**config.mk**
```make
export PLATFORM = sky130hd
export DESIGN_NAME = pl0_token_scanner
export DESIGN_NICKNAME = d
export VERILOG_FILES = /design/src/pl0ts_pkg.sv /design/src/pl0ts_core.sv /design/src/pl0_token_scanner.sv
export SDC_FILE = /design/constraint.sdc
export NUM_CORES = 1
export LEC_CHECK = 0
export ABC_AREA = 0
export BUFFER_PORTS_ARGS = -buffer_cell sky130_fd_sc_hd__buf_2
export CORE_MARGIN = 2
export CORE_UTILIZATION = 56
export CTS_BUF_LIST = sky130_fd_sc_hd__clkbuf_16
export DETAILED_ROUTE_END_ITERATION = 10
export GPL_ROUTABILITY_DRIVEN = 1
export PLACE_DENSITY_LB_ADDON = 0.2
export SYNTH_ARGS = -nofsm -noshare
export SYNTH_HDL_FRONTEND = slang
export SYNTH_SLANG_ARGS = --single-unit
```
**constraint.sdc**
```tcl
create_clock -name i_clk -period 5.6 [get_ports i_clk]
set_input_delay 1.12 -clock i_clk [delete_from_list [all_inputs] [get_ports i_clk]]
set_output_delay 1.12 -clock i_clk [all_outputs]
set_load 0.005 [all_outputs]
```
**src/pl0ts_pkg.sv**
```systemverilog
// ----------------------------------------------------------------------------
// pl0ts_pkg
// Shared types, token codes, character codes and keyword table for the
// PL/0 token scanner.
// ----------------------------------------------------------------------------
package pl0ts_pkg;

    // sizes
    localparam int IDENT_MAX_CHARS   = 10;  // 6 .. 10
    localparam int NUMBER_MAX_DIGITS = 14;  // 1 .. 14
    localparam int IDENT_HEAD_CHARS  = 5;
    localparam int IDENT_TAIL_CHARS  = IDENT_MAX_CHARS - IDENT_HEAD_CHARS;
    localparam int ICNT_W            = $clog2(IDENT_MAX_CHARS + 1);
    localparam int IDX_W             = $clog2(IDENT_MAX_CHARS);
    localparam int DCNT_W            = $clog2(NUMBER_MAX_DIGITS + 2);
    localparam int VALUE_W           = 47;

    // token codes
    localparam logic [5:0] TK_NUL     = 6'd0;
    localparam logic [5:0] TK_IDENT   = 6'd1;
    localparam logic [5:0] TK_NUMBER  = 6'd2;
    localparam logic [5:0] TK_PLUS    = 6'd3;
    localparam logic [5:0] TK_MINUS   = 6'd4;
    localparam logic [5:0] TK_TIMES   = 6'd5;
    localparam logic [5:0] TK_SLASH   = 6'd6;
    localparam logic [5:0] TK_EQL     = 6'd7;
    localparam logic [5:0] TK_NEQ     = 6'd8;
    localparam logic [5:0] TK_LSS     = 6'd9;
    localparam logic [5:0] TK_LEQ     = 6'd10;
    localparam logic [5:0] TK_GTR     = 6'd11;
    localparam logic [5:0] TK_GEQ     = 6'd12;
    localparam logic [5:0] TK_LPAREN  = 6'd13;
    localparam logic [5:0] TK_RPAREN  = 6'd14;
    localparam logic [5:0] TK_SEMI    = 6'd15;
    localparam logic [5:0] TK_PERIOD  = 6'd16;
    localparam logic [5:0] TK_BECOMES = 6'd17;
    localparam logic [5:0] TK_IF      = 6'd18;
    localparam logic [5:0] TK_ELSE    = 6'd19;
    localparam logic [5:0] TK_WHILE   = 6'd20;
    localparam logic [5:0] TK_PRINT   = 6'd21;
    localparam logic [5:0] TK_READ    = 6'd22;
    localparam logic [5:0] TK_CALL    = 6'd24;
    localparam logic [5:0] TK_VAR     = 6'd25;
    localparam logic [5:0] TK_FUNC    = 6'd26;
    localparam logic [5:0] TK_FOR     = 6'd27;
    localparam logic [5:0] TK_IN      = 6'd28;
    localparam logic [5:0] TK_LBRACE  = 6'd29;
    localparam logic [5:0] TK_RBRACE  = 6'd30;
    localparam logic [5:0] TK_MOD     = 6'd31;
    localparam logic [5:0] TK_ADD     = 6'd32;
    localparam logic [5:0] TK_SUB     = 6'd33;
    localparam logic [5:0] TK_CONST   = 6'd34;
    localparam logic [5:0] TK_ODD     = 6'd35;
    localparam logic [5:0] TK_REPEAT  = 6'd36;
    localparam logic [5:0] TK_CHAR    = 6'd37;

    // character codes
    localparam logic [7:0] CH_TAB     = 8'h09;
    localparam logic [7:0] CH_LF      = 8'h0A;
    localparam logic [7:0] CH_SPACE   = 8'h20;
    localparam logic [7:0] CH_BANG    = 8'h21;
    localparam logic [7:0] CH_DOLLAR  = 8'h24;
    localparam logic [7:0] CH_PERCENT = 8'h25;
    localparam logic [7:0] CH_LPAREN  = 8'h28;
    localparam logic [7:0] CH_RPAREN  = 8'h29;
    localparam logic [7:0] CH_STAR    = 8'h2A;
    localparam logic [7:0] CH_PLUS    = 8'h2B;
    localparam logic [7:0] CH_MINUS   = 8'h2D;
    localparam logic [7:0] CH_SLASH   = 8'h2F;
    localparam logic [7:0] CH_0       = 8'h30;
    localparam logic [7:0] CH_9       = 8'h39;
    localparam logic [7:0] CH_SEMI    = 8'h3B;
    localparam logic [7:0] CH_LT      = 8'h3C;
    localparam logic [7:0] CH_EQ      = 8'h3D;
    localparam logic [7:0] CH_GT      = 8'h3E;
    localparam logic [7:0] CH_UA      = 8'h41;
    localparam logic [7:0] CH_UZ      = 8'h5A;
    localparam logic [7:0] CH_LA      = 8'h61;
    localparam logic [7:0] CH_LZ      = 8'h7A;
    localparam logic [7:0] CH_LBRACE  = 8'h7B;
    localparam logic [7:0] CH_RBRACE  = 8'h7D;

    // keyword table, words right-justified
    localparam int KW_COUNT   = 14;
    localparam int KW_MAX_LEN = 6;

    localparam logic [8*KW_MAX_LEN-1:0] KW_WORD [KW_COUNT] = '{
        "call", "const", "else", "for", "func", "if", "in", "odd",
        "print", "read", "repeat", "var", "while", "char"
    };
    localparam int KW_LEN [KW_COUNT] = '{4, 5, 4, 3, 4, 2, 2, 3, 5, 4, 6, 3, 5, 4};
    localparam logic [5:0] KW_CODE [KW_COUNT] = '{
        TK_CALL, TK_CONST, TK_ELSE, TK_FOR, TK_FUNC, TK_IF, TK_IN, TK_ODD,
        TK_PRINT, TK_READ, TK_REPEAT, TK_VAR, TK_WHILE, TK_CHAR
    };

    typedef logic [IDENT_MAX_CHARS-1:0][7:0] t_ident_chars;

    typedef struct packed {
        logic [5:0]         code;
        logic [VALUE_W-1:0] value;
        logic               too_long;
        logic [39:0]        head;
        logic [39:0]        tail;
        logic [3:0]         length;
        logic               last;
    } t_token;

    // tokens caused by one character
    typedef struct packed {
        logic [1:0] count;
        t_token     tok0;
        t_token     tok1;
    } t_tok_pair;

    function automatic logic [VALUE_W-1:0] pow10_minus1(input int digits);
        logic [63:0] p;
        p = 64'd1;
        for (int i = 0; i < digits; i++) begin
            p = p * 64'd10;
        end
        return VALUE_W'(p - 64'd1);
    endfunction

    localparam logic [VALUE_W-1:0] NUM_SAT = pow10_minus1(NUMBER_MAX_DIGITS);

    function automatic t_token simple_token(input logic [5:0] code);
        t_token t;
        t      = '0;
        t.code = code;
        return t;
    endfunction

    // {hit, code}
    function automatic logic [6:0] kw_lookup(input t_ident_chars ch,
                                             input logic [ICNT_W-1:0] len);
        logic                    hit;
        logic [5:0]              code;
        logic                    eq;
        logic [8*KW_MAX_LEN-1:0] w;
        hit  = 1'b0;
        code = TK_NUL;
        for (int k = 0; k < KW_COUNT; k++) begin
            eq = (int'(len) == KW_LEN[k]);
            for (int i = 0; i < KW_MAX_LEN; i++) begin
                w = KW_WORD[k] >> (8 * (KW_LEN[k] - 1 - i));
                if (i < KW_LEN[k] && ch[i] != w[7:0]) begin
                    eq = 1'b0;
                end
            end
            if (eq) begin
                hit  = 1'b1;
                code = KW_CODE[k];
            end
        end
        return {hit, code};
    endfunction

    function automatic t_token ident_token(input t_ident_chars ch,
                                           input logic [ICNT_W-1:0] len);
        t_token     t;
        logic [6:0] kw;
        kw = kw_lookup(ch, len);
        t  = '0;
        if (kw[6]) begin
            t.code = kw[5:0];
        end else begin
            t.code   = TK_IDENT;
            t.length = 4'(len);
            for (int i = 0; i < IDENT_HEAD_CHARS; i++) begin
                if (int'(len) > i) begin
                    t.head[8*(IDENT_HEAD_CHARS-1-i) +: 8] = ch[i];
                end
            end
            for (int i = 0; i < IDENT_TAIL_CHARS; i++) begin
                if (int'(len) > IDENT_HEAD_CHARS + i) begin
                    t.tail[8*(IDENT_HEAD_CHARS-1-i) +: 8] = ch[IDENT_HEAD_CHARS + i];
                end
            end
        end
        return t;
    endfunction

endpackage

```
**src/pl0ts_core.sv**
```systemverilog
// ----------------------------------------------------------------------------
// pl0ts_core
// Scanner state machine: classifies the offered character against the
// current mode and gives the zero, one or two tokens that it causes.
// ----------------------------------------------------------------------------
module pl0ts_core (
    input  logic                 i_clk,
    input  logic                 i_rst_n,
    input  logic [7:0]           i_char,
    input  logic                 i_take,
    output pl0ts_pkg::t_tok_pair o_toks
);
    import pl0ts_pkg::*;

    typedef enum logic [3:0] {
        M_START, M_IDENT, M_NUMBER, M_LT, M_GT, M_EQ, M_BANG,
        M_SLASH, M_PLUS, M_MINUS, M_LINE, M_BLOCK
    } t_mode;

    t_mode               r_mode,        n_mode;
    logic [ICNT_W-1:0]   r_ident_count, n_ident_count;
    logic [VALUE_W-1:0]  r_acc,         n_acc;
    logic [DCNT_W-1:0]   r_dcount,      n_dcount;
    logic                r_star,        n_star;
    t_ident_chars        r_chars;

    logic                is_letter, is_digit, is_alnum, is_space;
    logic [3:0]          digit;
    logic                st_emit;
    logic [5:0]          st_code;
    t_mode               st_mode;
    logic [7:0]          p_second;
    logic [5:0]          p_both, p_lone;
    logic                f_emit;
    t_token              f_tok;
    logic                run_start;
    logic                chr_we;
    logic [IDX_W-1:0]    chr_idx;
    t_ident_chars        m_chars;
    logic [ICNT_W-1:0]   ext_cnt, id_cnt;
    t_token              id_tok, num_tok, st_tok;

    assign is_letter = (i_char >= CH_LA && i_char <= CH_LZ) ||
                       (i_char >= CH_UA && i_char <= CH_UZ);
    assign is_digit  = (i_char >= CH_0 && i_char <= CH_9);
    assign is_alnum  = is_letter || is_digit;
    assign is_space  = (i_char == CH_SPACE) || (i_char == CH_TAB) || (i_char == CH_LF);
    assign digit     = i_char[3:0];

    // scan from the start state
    always_comb begin
        st_emit = 1'b0;
        st_code = TK_NUL;
        st_mode = M_START;
        priority if (is_space) begin
            st_emit = 1'b0;
        end else if (i_char == CH_DOLLAR) begin
            st_emit = 1'b1;
            st_code = TK_PERIOD;
        end else if (is_letter) begin
            st_mode = M_IDENT;
        end else if (is_digit) begin
            st_mode = M_NUMBER;
        end else begin
            unique case (i_char)
                CH_LT:      st_mode = M_LT;
                CH_GT:      st_mode = M_GT;
                CH_EQ:      st_mode = M_EQ;
                CH_BANG:    st_mode = M_BANG;
                CH_SLASH:   st_mode = M_SLASH;
                CH_PLUS:    st_mode = M_PLUS;
                CH_MINUS:   st_mode = M_MINUS;
                CH_PERCENT: begin st_emit = 1'b1; st_code = TK_MOD;    end
                CH_STAR:    begin st_emit = 1'b1; st_code = TK_TIMES;  end
                CH_LPAREN:  begin st_emit = 1'b1; st_code = TK_LPAREN; end
                CH_RPAREN:  begin st_emit = 1'b1; st_code = TK_RPAREN; end
                CH_LBRACE:  begin st_emit = 1'b1; st_code = TK_LBRACE; end
                CH_RBRACE:  begin st_emit = 1'b1; st_code = TK_RBRACE; end
                CH_SEMI:    begin st_emit = 1'b1; st_code = TK_SEMI;   end
                default:    begin st_emit = 1'b1; st_code = TK_NUL;    end
            endcase
        end
    end

    assign st_tok = simple_token(st_code);

    // two-character operators: completing char, pair code, lone code
    always_comb begin
        p_second = CH_EQ;
        p_both   = TK_NUL;
        p_lone   = TK_NUL;
        unique case (r_mode)
            M_LT:    begin p_both = TK_LEQ; p_lone = TK_LSS;     end
            M_GT:    begin p_both = TK_GEQ; p_lone = TK_GTR;     end
            M_EQ:    begin p_both = TK_EQL; p_lone = TK_BECOMES; end
            M_BANG:  begin p_both = TK_NEQ; p_lone = TK_NUL;     end
            M_PLUS:  begin p_second = CH_PLUS;  p_both = TK_ADD; p_lone = TK_PLUS;  end
            M_MINUS: begin p_second = CH_MINUS; p_both = TK_SUB; p_lone = TK_MINUS; end
            default: p_second = CH_EQ;
        endcase
    end

    // identifier seen with the extending character in place
    always_comb begin
        m_chars = r_chars;
        if (r_mode == M_IDENT && is_alnum) begin
            m_chars[r_ident_count[IDX_W-1:0]] = i_char;
        end
    end

    assign ext_cnt = r_ident_count + 1'b1;
    assign id_cnt  = is_alnum ? ext_cnt : r_ident_count;
    assign id_tok  = ident_token(m_chars, id_cnt);

    always_comb begin
        num_tok      = simple_token(TK_NUMBER);
        num_tok.value = r_acc;
        if (r_dcount > DCNT_W'(NUMBER_MAX_DIGITS)) begin
            num_tok.value    = NUM_SAT;
            num_tok.too_long = 1'b1;
        end
    end

    always_comb begin
        n_mode        = r_mode;
        n_ident_count = r_ident_count;
        n_acc         = r_acc;
        n_dcount      = r_dcount;
        n_star        = r_star;
        f_emit        = 1'b0;
        f_tok         = id_tok;
        run_start     = 1'b0;
        chr_we        = 1'b0;
        chr_idx       = r_ident_count[IDX_W-1:0];

        unique case (r_mode)
            M_IDENT: begin
                if (is_alnum) begin
                    chr_we        = 1'b1;
                    n_ident_count = ext_cnt;
                    if (ext_cnt >= ICNT_W'(IDENT_MAX_CHARS)) begin
                        f_emit = 1'b1;
                        n_mode = M_START;
                    end
                end else begin
                    f_emit    = 1'b1;
                    run_start = 1'b1;
                end
            end
            M_NUMBER: begin
                if (is_digit) begin
                    if (r_dcount < DCNT_W'(NUMBER_MAX_DIGITS)) begin
                        n_acc = (r_acc << 3) + (r_acc << 1) + VALUE_W'(digit);
                    end
                    if (r_dcount <= DCNT_W'(NUMBER_MAX_DIGITS)) begin
                        n_dcount = r_dcount + 1'b1;
                    end
                end else begin
                    f_emit    = 1'b1;
                    f_tok     = num_tok;
                    run_start = 1'b1;
                end
            end
            M_LT, M_GT, M_EQ, M_BANG, M_PLUS, M_MINUS: begin
                f_emit = 1'b1;
                n_mode = M_START;
                if (i_char == p_second) begin
                    f_tok = simple_token(p_both);
                end else begin
                    f_tok     = simple_token(p_lone);
                    run_start = 1'b1;
                end
            end
            M_SLASH: begin
                if (i_char == CH_SLASH) begin
                    n_mode = M_LINE;
                end else if (i_char == CH_STAR) begin
                    n_mode = M_BLOCK;
                    n_star = 1'b0;
                end else begin
                    f_emit    = 1'b1;
                    f_tok     = simple_token(TK_SLASH);
                    run_start = 1'b1;
                end
            end
            M_LINE: begin
                if (i_char == CH_LF) begin
                    n_mode = M_START;
                end else if (i_char == CH_DOLLAR) begin
                    n_mode = M_START;
                    f_emit = 1'b1;
                    f_tok  = simple_token(TK_PERIOD);
                end
            end
            M_BLOCK: begin
                if (i_char == CH_DOLLAR) begin
                    n_mode = M_START;
                    n_star = 1'b0;
                    f_emit = 1'b1;
                    f_tok  = simple_token(TK_PERIOD);
                end else if (i_char == CH_STAR) begin
                    n_star = 1'b1;
                end else if (i_char == CH_SLASH && r_star) begin
                    n_mode = M_START;
                    n_star = 1'b0;
                end else begin
                    n_star = 1'b0;
                end
            end
            default: run_start = 1'b1;
        endcase

        if (run_start) begin
            n_mode = st_mode;
            if (st_mode == M_IDENT) begin
                n_ident_count = ICNT_W'(1);
                chr_we        = 1'b1;
                chr_idx       = '0;
            end
            if (st_mode == M_NUMBER) begin
                n_acc    = VALUE_W'(digit);
                n_dcount = DCNT_W'(1);
            end
        end
    end

    // order the tokens: a pending token goes out before the restarted scan
    always_comb begin
        o_toks = '0;
        if (f_emit) begin
            o_toks.tok0  = f_tok;
            o_toks.tok1  = st_tok;
            o_toks.count = (run_start && st_emit) ? 2'd2 : 2'd1;
        end else begin
            o_toks.tok0  = st_tok;
            o_toks.tok1  = st_tok;
            o_toks.count = (run_start && st_emit) ? 2'd1 : 2'd0;
        end
        o_toks.tok0.last = (o_toks.count == 2'd1);
        o_toks.tok1.last = 1'b1;
    end

    always_ff @(posedge i_clk) begin
        if (!i_rst_n) begin
            r_mode        <= M_START;
            r_ident_count <= '0;
            r_acc         <= '0;
            r_dcount      <= '0;
            r_star        <= 1'b0;
        end else if (i_take) begin
            r_mode        <= n_mode;
            r_ident_count <= n_ident_count;
            r_acc         <= n_acc;
            r_dcount      <= n_dcount;
            r_star        <= n_star;
        end
    end

    // identifier characters hold no reset value
    always_ff @(posedge i_clk) begin
        if (i_take && chr_we) begin
            r_chars[chr_idx] <= i_char;
        end
    end

endmodule

```
**src/pl0_token_scanner.sv**
```systemverilog
// ----------------------------------------------------------------------------
// pl0_token_scanner
// PL/0 lexer: one source character per transaction in, tokens out.
// ----------------------------------------------------------------------------
//
//  channel   direction  handshake                    payload
//  -------   ---------  ---------------------------  ---------------------------
//  char      in         i_char_valid / o_char_ready  i_char_code
//  token     out        o_tok_valid / i_tok_ready    o_token_code, o_number_value,
//                                                    o_number_too_long, o_ident_head,
//                                                    o_ident_tail, o_ident_length,
//                                                    o_last_of_run
//
//  one character is taken per cycle while o_char_ready is high; its tokens
//  are in the result register on the next cycle
//  a character that causes two tokens fills both result slots, so the char
//  channel holds while the first one drains
//  ready depends only on the result slot count and i_tok_ready
//  synchronous active-low reset returns the scanner to the start state with
//  nothing pending and empties the result slots
//
// ----------------------------------------------------------------------------
module pl0_token_scanner (
    input  logic        i_clk,
    input  logic        i_rst_n,
    // character channel
    input  logic        i_char_valid,
    output logic        o_char_ready,
    input  logic [7:0]  i_char_code,
    // token channel
    output logic        o_tok_valid,
    input  logic        i_tok_ready,
    output logic [5:0]  o_token_code,
    output logic [46:0] o_number_value,
    output logic        o_number_too_long,
    output logic [39:0] o_ident_head,
    output logic [39:0] o_ident_tail,
    output logic [3:0]  o_ident_length,
    output logic        o_last_of_run
);
    import pl0ts_pkg::*;

    t_tok_pair  toks;
    logic       push, pop;
    logic [1:0] r_cnt, n_cnt;
    t_token     r_q0, n_q0;
    t_token     r_q1, n_q1;

    // scanner state machine, advanced on each accepted character
    pl0ts_core u_core (
        .i_clk   (i_clk),
        .i_rst_n (i_rst_n),
        .i_char  (i_char_code),
        .i_take  (push),
        .o_toks  (toks)
    );

    // room for a new character once the slots will be empty after this edge
    assign o_char_ready = (r_cnt == 2'd0) || (r_cnt == 2'd1 && i_tok_ready);
    assign push         = i_char_valid && o_char_ready;
    assign o_tok_valid  = (r_cnt != 2'd0);
    assign pop          = o_tok_valid && i_tok_ready;

    // two result slots, the head slot drives the ports
    always_comb begin
        n_cnt = r_cnt;
        n_q0  = r_q0;
        n_q1  = r_q1;
        if (pop) begin
            n_q0  = r_q1;
            n_cnt = r_cnt - 2'd1;
        end
        if (push) begin
            // both slots are free here
            n_q0  = toks.tok0;
            n_q1  = toks.tok1;
            n_cnt = toks.count;
        end
    end

    always_ff @(posedge i_clk) begin
        if (!i_rst_n) begin
            r_cnt <= 2'd0;
        end else begin
            r_cnt <= n_cnt;
        end
    end

    // token payload needs no reset
    always_ff @(posedge i_clk) begin
        r_q0 <= n_q0;
        r_q1 <= n_q1;
    end

    assign o_token_code      = r_q0.code;
    assign o_number_value    = r_q0.value;
    assign o_number_too_long = r_q0.too_long;
    assign o_ident_head      = r_q0.head;
    assign o_ident_tail      = r_q0.tail;
    assign o_ident_length    = r_q0.length;
    assign o_last_of_run     = r_q0.last;

endmodule

```
==> flow_metrics.env <==
export IMPL_drive_gt1_share_pct=15.6
export IMPL_ys_seq_elements=286
export IMPL_die_w_um=177
export IMPL_route_detailed_drc=0
export IMPL_worst_r2r_cell_count=11
export IMPL_cp_data_required_time_ns=5.99
export IMPL_layout_nets=1975
export IMPL_slowest_stage="o2bb2ai_1"
export IMPL_start_util_pct=56.8
export IMPL_crit_path_end_kind="register"
export IMPL_tightest_slew_ns=1.18
export IMPL_numCtsBuffers=29
export IMPL_setup_viol=0
export IMPL_finClkSkew_ns=0.0168
export IMPL_postRouteAntennaNets=0
export IMPL_grt_max_degree=74
export IMPL_drt_iter0_drc=1275
export IMPL_cts_root_buf="clkbuf_16"
export IMPL_hold_path_end="u_core.r_acc[46]"
export IMPL_cp_arrival_ns=5.07
export IMPL_reg2reg_to="o_ident_tail[1]"
export IMPL_dp_hpwl_mm=35.1
export IMPL_fill_cells=2431
export IMPL_path_cells="ha_1 > nand4_1 > o2bb2ai_1 > mux2i_1 > nor3b_1 > a32oi_2 > o2111ai_2 > nor4_4 > nand3_2 > buf_12 > nor4_1"
export IMPL_cp_max_fo=56
export IMPL_maxSlewViolCount=0
export IMPL_core_area_um2=29600
export IMPL_yosysSeqAreaShare_pct=47.3
export IMPL_peakVddDrop_mv=0.262
export IMPL_async_flop_share_pct=0
export IMPL_netlist_area_um2=16800
export IMPL_tns_ns=0
export IMPL_status="finished clean"
export IMPL_synth_nets=1819
export IMPL_fp_row_count=63
export IMPL_hp_class="reg2reg"
export IMPL_critPathMaxStageDelay_ns=0.95
export IMPL_syn_inst=1707
export IMPL_synth_distinct_cells=93
export IMPL_ios=153
export IMPL_grt_pass1_vias=13400
export IMPL_reg2reg_from="u_core.r_ident_count[0]"
export IMPL_ctsLongestPathBuffers=3
export IMPL_synth_avg_cell_area_um2=9.86
export IMPL_period_needed_ns=4.68
export IMPL_via_per_inst=6.30
export IMPL_worstHoldStart="u_core.r_acc[46]"
export IMPL_overflow=0
export IMPL_post_cts_buffers=0
export IMPL_synth_edff_count=224
export IMPL_p_per_area_nw_per_um2=301
export IMPL_startpoint_type="register"
export IMPL_hold_violations=0
export IMPL_drt_wl_total_mm=49.3
export IMPL_rrSetupSlack_ns=0.92
export IMPL_port_buffers=152
export IMPL_clock_sinks=286
export IMPL_die_h_um=177
export IMPL_drt_first_pass_iters=6
export IMPL_cp_startpoint="u_core.r_ident_count[0]"
export IMPL_cts_repair_resized=0
export IMPL_gp_congestion=0.956
export IMPL_antenna_found_initial=0
export IMPL_cts_tree="yes"
export IMPL_synthFlopType="edfxtp_1"
export IMPL_vias=14300
export IMPL_final_common_cell="nor2_1"
export IMPL_antenna_cells=0
export IMPL_crit_type="reg2reg"
export IMPL_max_cap_violations=0
export IMPL_clk_latency_ns=0.58
export IMPL_timing_hold_ws_ns=0.470
export IMPL_max_freq_mhz=214
export IMPL_relSlewSlack_pct=21.5
export IMPL_period_share_pct=83.5
export IMPL_wl_per_cell_um=21.7
export IMPL_dieArea_um2=31500
export IMPL_grt_first_pass_wirelength_mm=75.7
export IMPL_leakage_nw=8.11
export IMPL_hold_depth=2
export IMPL_yosys_warnings=0
export IMPL_area_growth_pct=14.4
export IMPL_holdBufCountCts=0
export IMPL_clkTransAtPathRegs_ns=0.06
export IMPL_htreeDepth=1
export IMPL_grt_setup_unrepaired="false"
export IMPL_grt_total_usage_pct=31.0
export IMPL_final_cell_mix="nor2_1, edfxtp_1, buf_2"
==> area by class of cell <==
type / count / area (um^2) / share of cell area (%)
sequential: 286 / 7970 / 41.4
tap: 390 / 488 / 2.53
clock inverter: 25 / 334 / 1.73
timing repair buffer: 220 / 1280 / 6.67
clock buffer: 29 / 726 / 3.77
multi-input combinational: 1295 / 8340 / 43.3
inverter: 31 / 116 / 0.604
==> where the power goes <==
part / switching, mW / total, mW / internal, mW / leakage, nW
logic: 0.619 / 0.942 / 0.323 / 4.87
registers: 0.0840 / 2.69 / 2.61 / 2.70
clock network: 0.845 / 2.16 / 1.31 / 0.535
==> stage by stage <==
stage          worst slack (ns)  utilization (%)  total power, mW  cell area [um^2]  std cells
2_1_floorplan              1.39                -             3.21             16800       1707
3_3_place_gp              0.543             61.4             3.66             18200       2222
3_5_place_dp              0.531             61.4             3.67             18200       2222
4_1_cts                    1.06             65.0             5.82             19300       2276
5_1_grt                   0.619             65.0             6.00             19300       2276
6_report                  0.922             65.0             5.79             19300       2276
==> flip-flops by register name (all words and copies together), names as in the netlist <==
name                  count
o_ident_head             40
u_core.r_dcount           4
u_core.r_chars           80
u_core.r_ident_count      4
u_core.r_mode             4
o_number_too_long         1
o_ident_tail             40
r_cnt                     2
o_ident_length            4
o_token_code              6
u_core.r_star             1
o_number_value           47
o_last_of_run             1
r_q1                      5
u_core.r_acc             47
==> synthesized netlist by cell type (all sizes together) (5+ instances only) <==
| master | count | area share (%) |
|---|---|---|
| mux2 | 7 | 0.49 |
| and2 | 28 | 1.0 |
| inv | 29 | 0.65 |
| nand4 | 19 | 0.71 |
| ha | 98 | 7.3 |
| buf | 27 | 0.97 |
| a21oi | 118 | 3.5 |
| a31oi | 9 | 0.33 |
| nor3 | 90 | 2.7 |
| nor2b | 18 | 0.67 |
| mux2i | 58 | 3.5 |
| nand3b | 5 | 0.22 |
| nor4b | 8 | 0.51 |
| nand4b | 7 | 0.36 |
| o2111ai | 5 | 0.30 |
| nand3 | 38 | 1.2 |
| xnor2 | 26 | 1.4 |
| o21ai | 81 | 2.4 |
| a2111oi | 6 | 0.31 |
| or3 | 9 | 0.33 |
| o21a | 5 | 0.22 |
| o31ai | 9 | 0.40 |
| and3 | 24 | 0.89 |
| o22ai | 13 | 0.57 |
| nor3b | 7 | 0.31 |
| a21o | 35 | 1.6 |
| nand2 | 131 | 2.9 |
| or2 | 5 | 0.19 |
| a32oi | 5 | 0.30 |
| o21bai | 7 | 0.31 |
| clkbuf | 68 | 1.5 |
| a22oi | 29 | 1.3 |
| edfxtp | 224 | 40 |
| nor4 | 11 | 0.50 |
| xor2 | 20 | 1.0 |
| o211ai | 12 | 0.54 |
| nor4bb | 5 | 0.30 |
| nor2 | 241 | 5.4 |
| nand2b | 20 | 0.74 |
| a211oi | 17 | 0.76 |
| dfxtp | 62 | 7.4 |
==> worst max-delay path by stage <==
| stage | to | slack [ns] |
|---|---|---|
| after detailed placement | u_core.r_acc[44] | 0.53 |
| after global routing | o_ident_tail[1] | 0.62 |
| final | o_ident_tail[1] | 0.92 |
| after CTS | o_ident_tail[1] | 1.06 |
| after global placement | u_core.r_acc[44] | 0.54 |
| after floorplan | u_core.r_acc[44] | 1.39 |
==> worst max-delay path: cells and delay by family, from the launching register on <==
kind                       cells  cell delay [ns]
adders and majority gates      1             0.58
and+or+nand+nor                5             1.07
muxes                          1             0.30
AOI/OAI and AO/OA              3             1.54
DFF                            1             0.70
buffers and inverters          1             0.25
==> layer usage <==
| metal | up-vias | share of wire, % | GRT usage [%] |
|---|---|---|---|
| met4 | 0 | 4.4 | 12.9 |
| met5 | - | 0 | 0 |
| li1 | 6683 | - | - |
| met3 | 152 | 6.8 | 3.68 |
| met1 | 6852 | 41 | 40.5 |
| met2 | 652 | 48 | 52.3 |
==> cell families (layout without fill, tap and decap cells) <==
group | count (synthesis) | count (layout) | share of synthesized area [%]
adders and majority gates | 100 | 100 | 7.52
and+or+nand+nor | 680 | 680 | 19.7
xor gates and xnor gates | 46 | 46 | 2.39
muxes | 65 | 65 | 3.94
DFF | 286 | 286 | 47.3
AOI/OAI and AO/OA | 404 | 404 | 15.9
buffers and inverters | 126 | 305 | 3.19
Power figures use the tool's default switching activity.
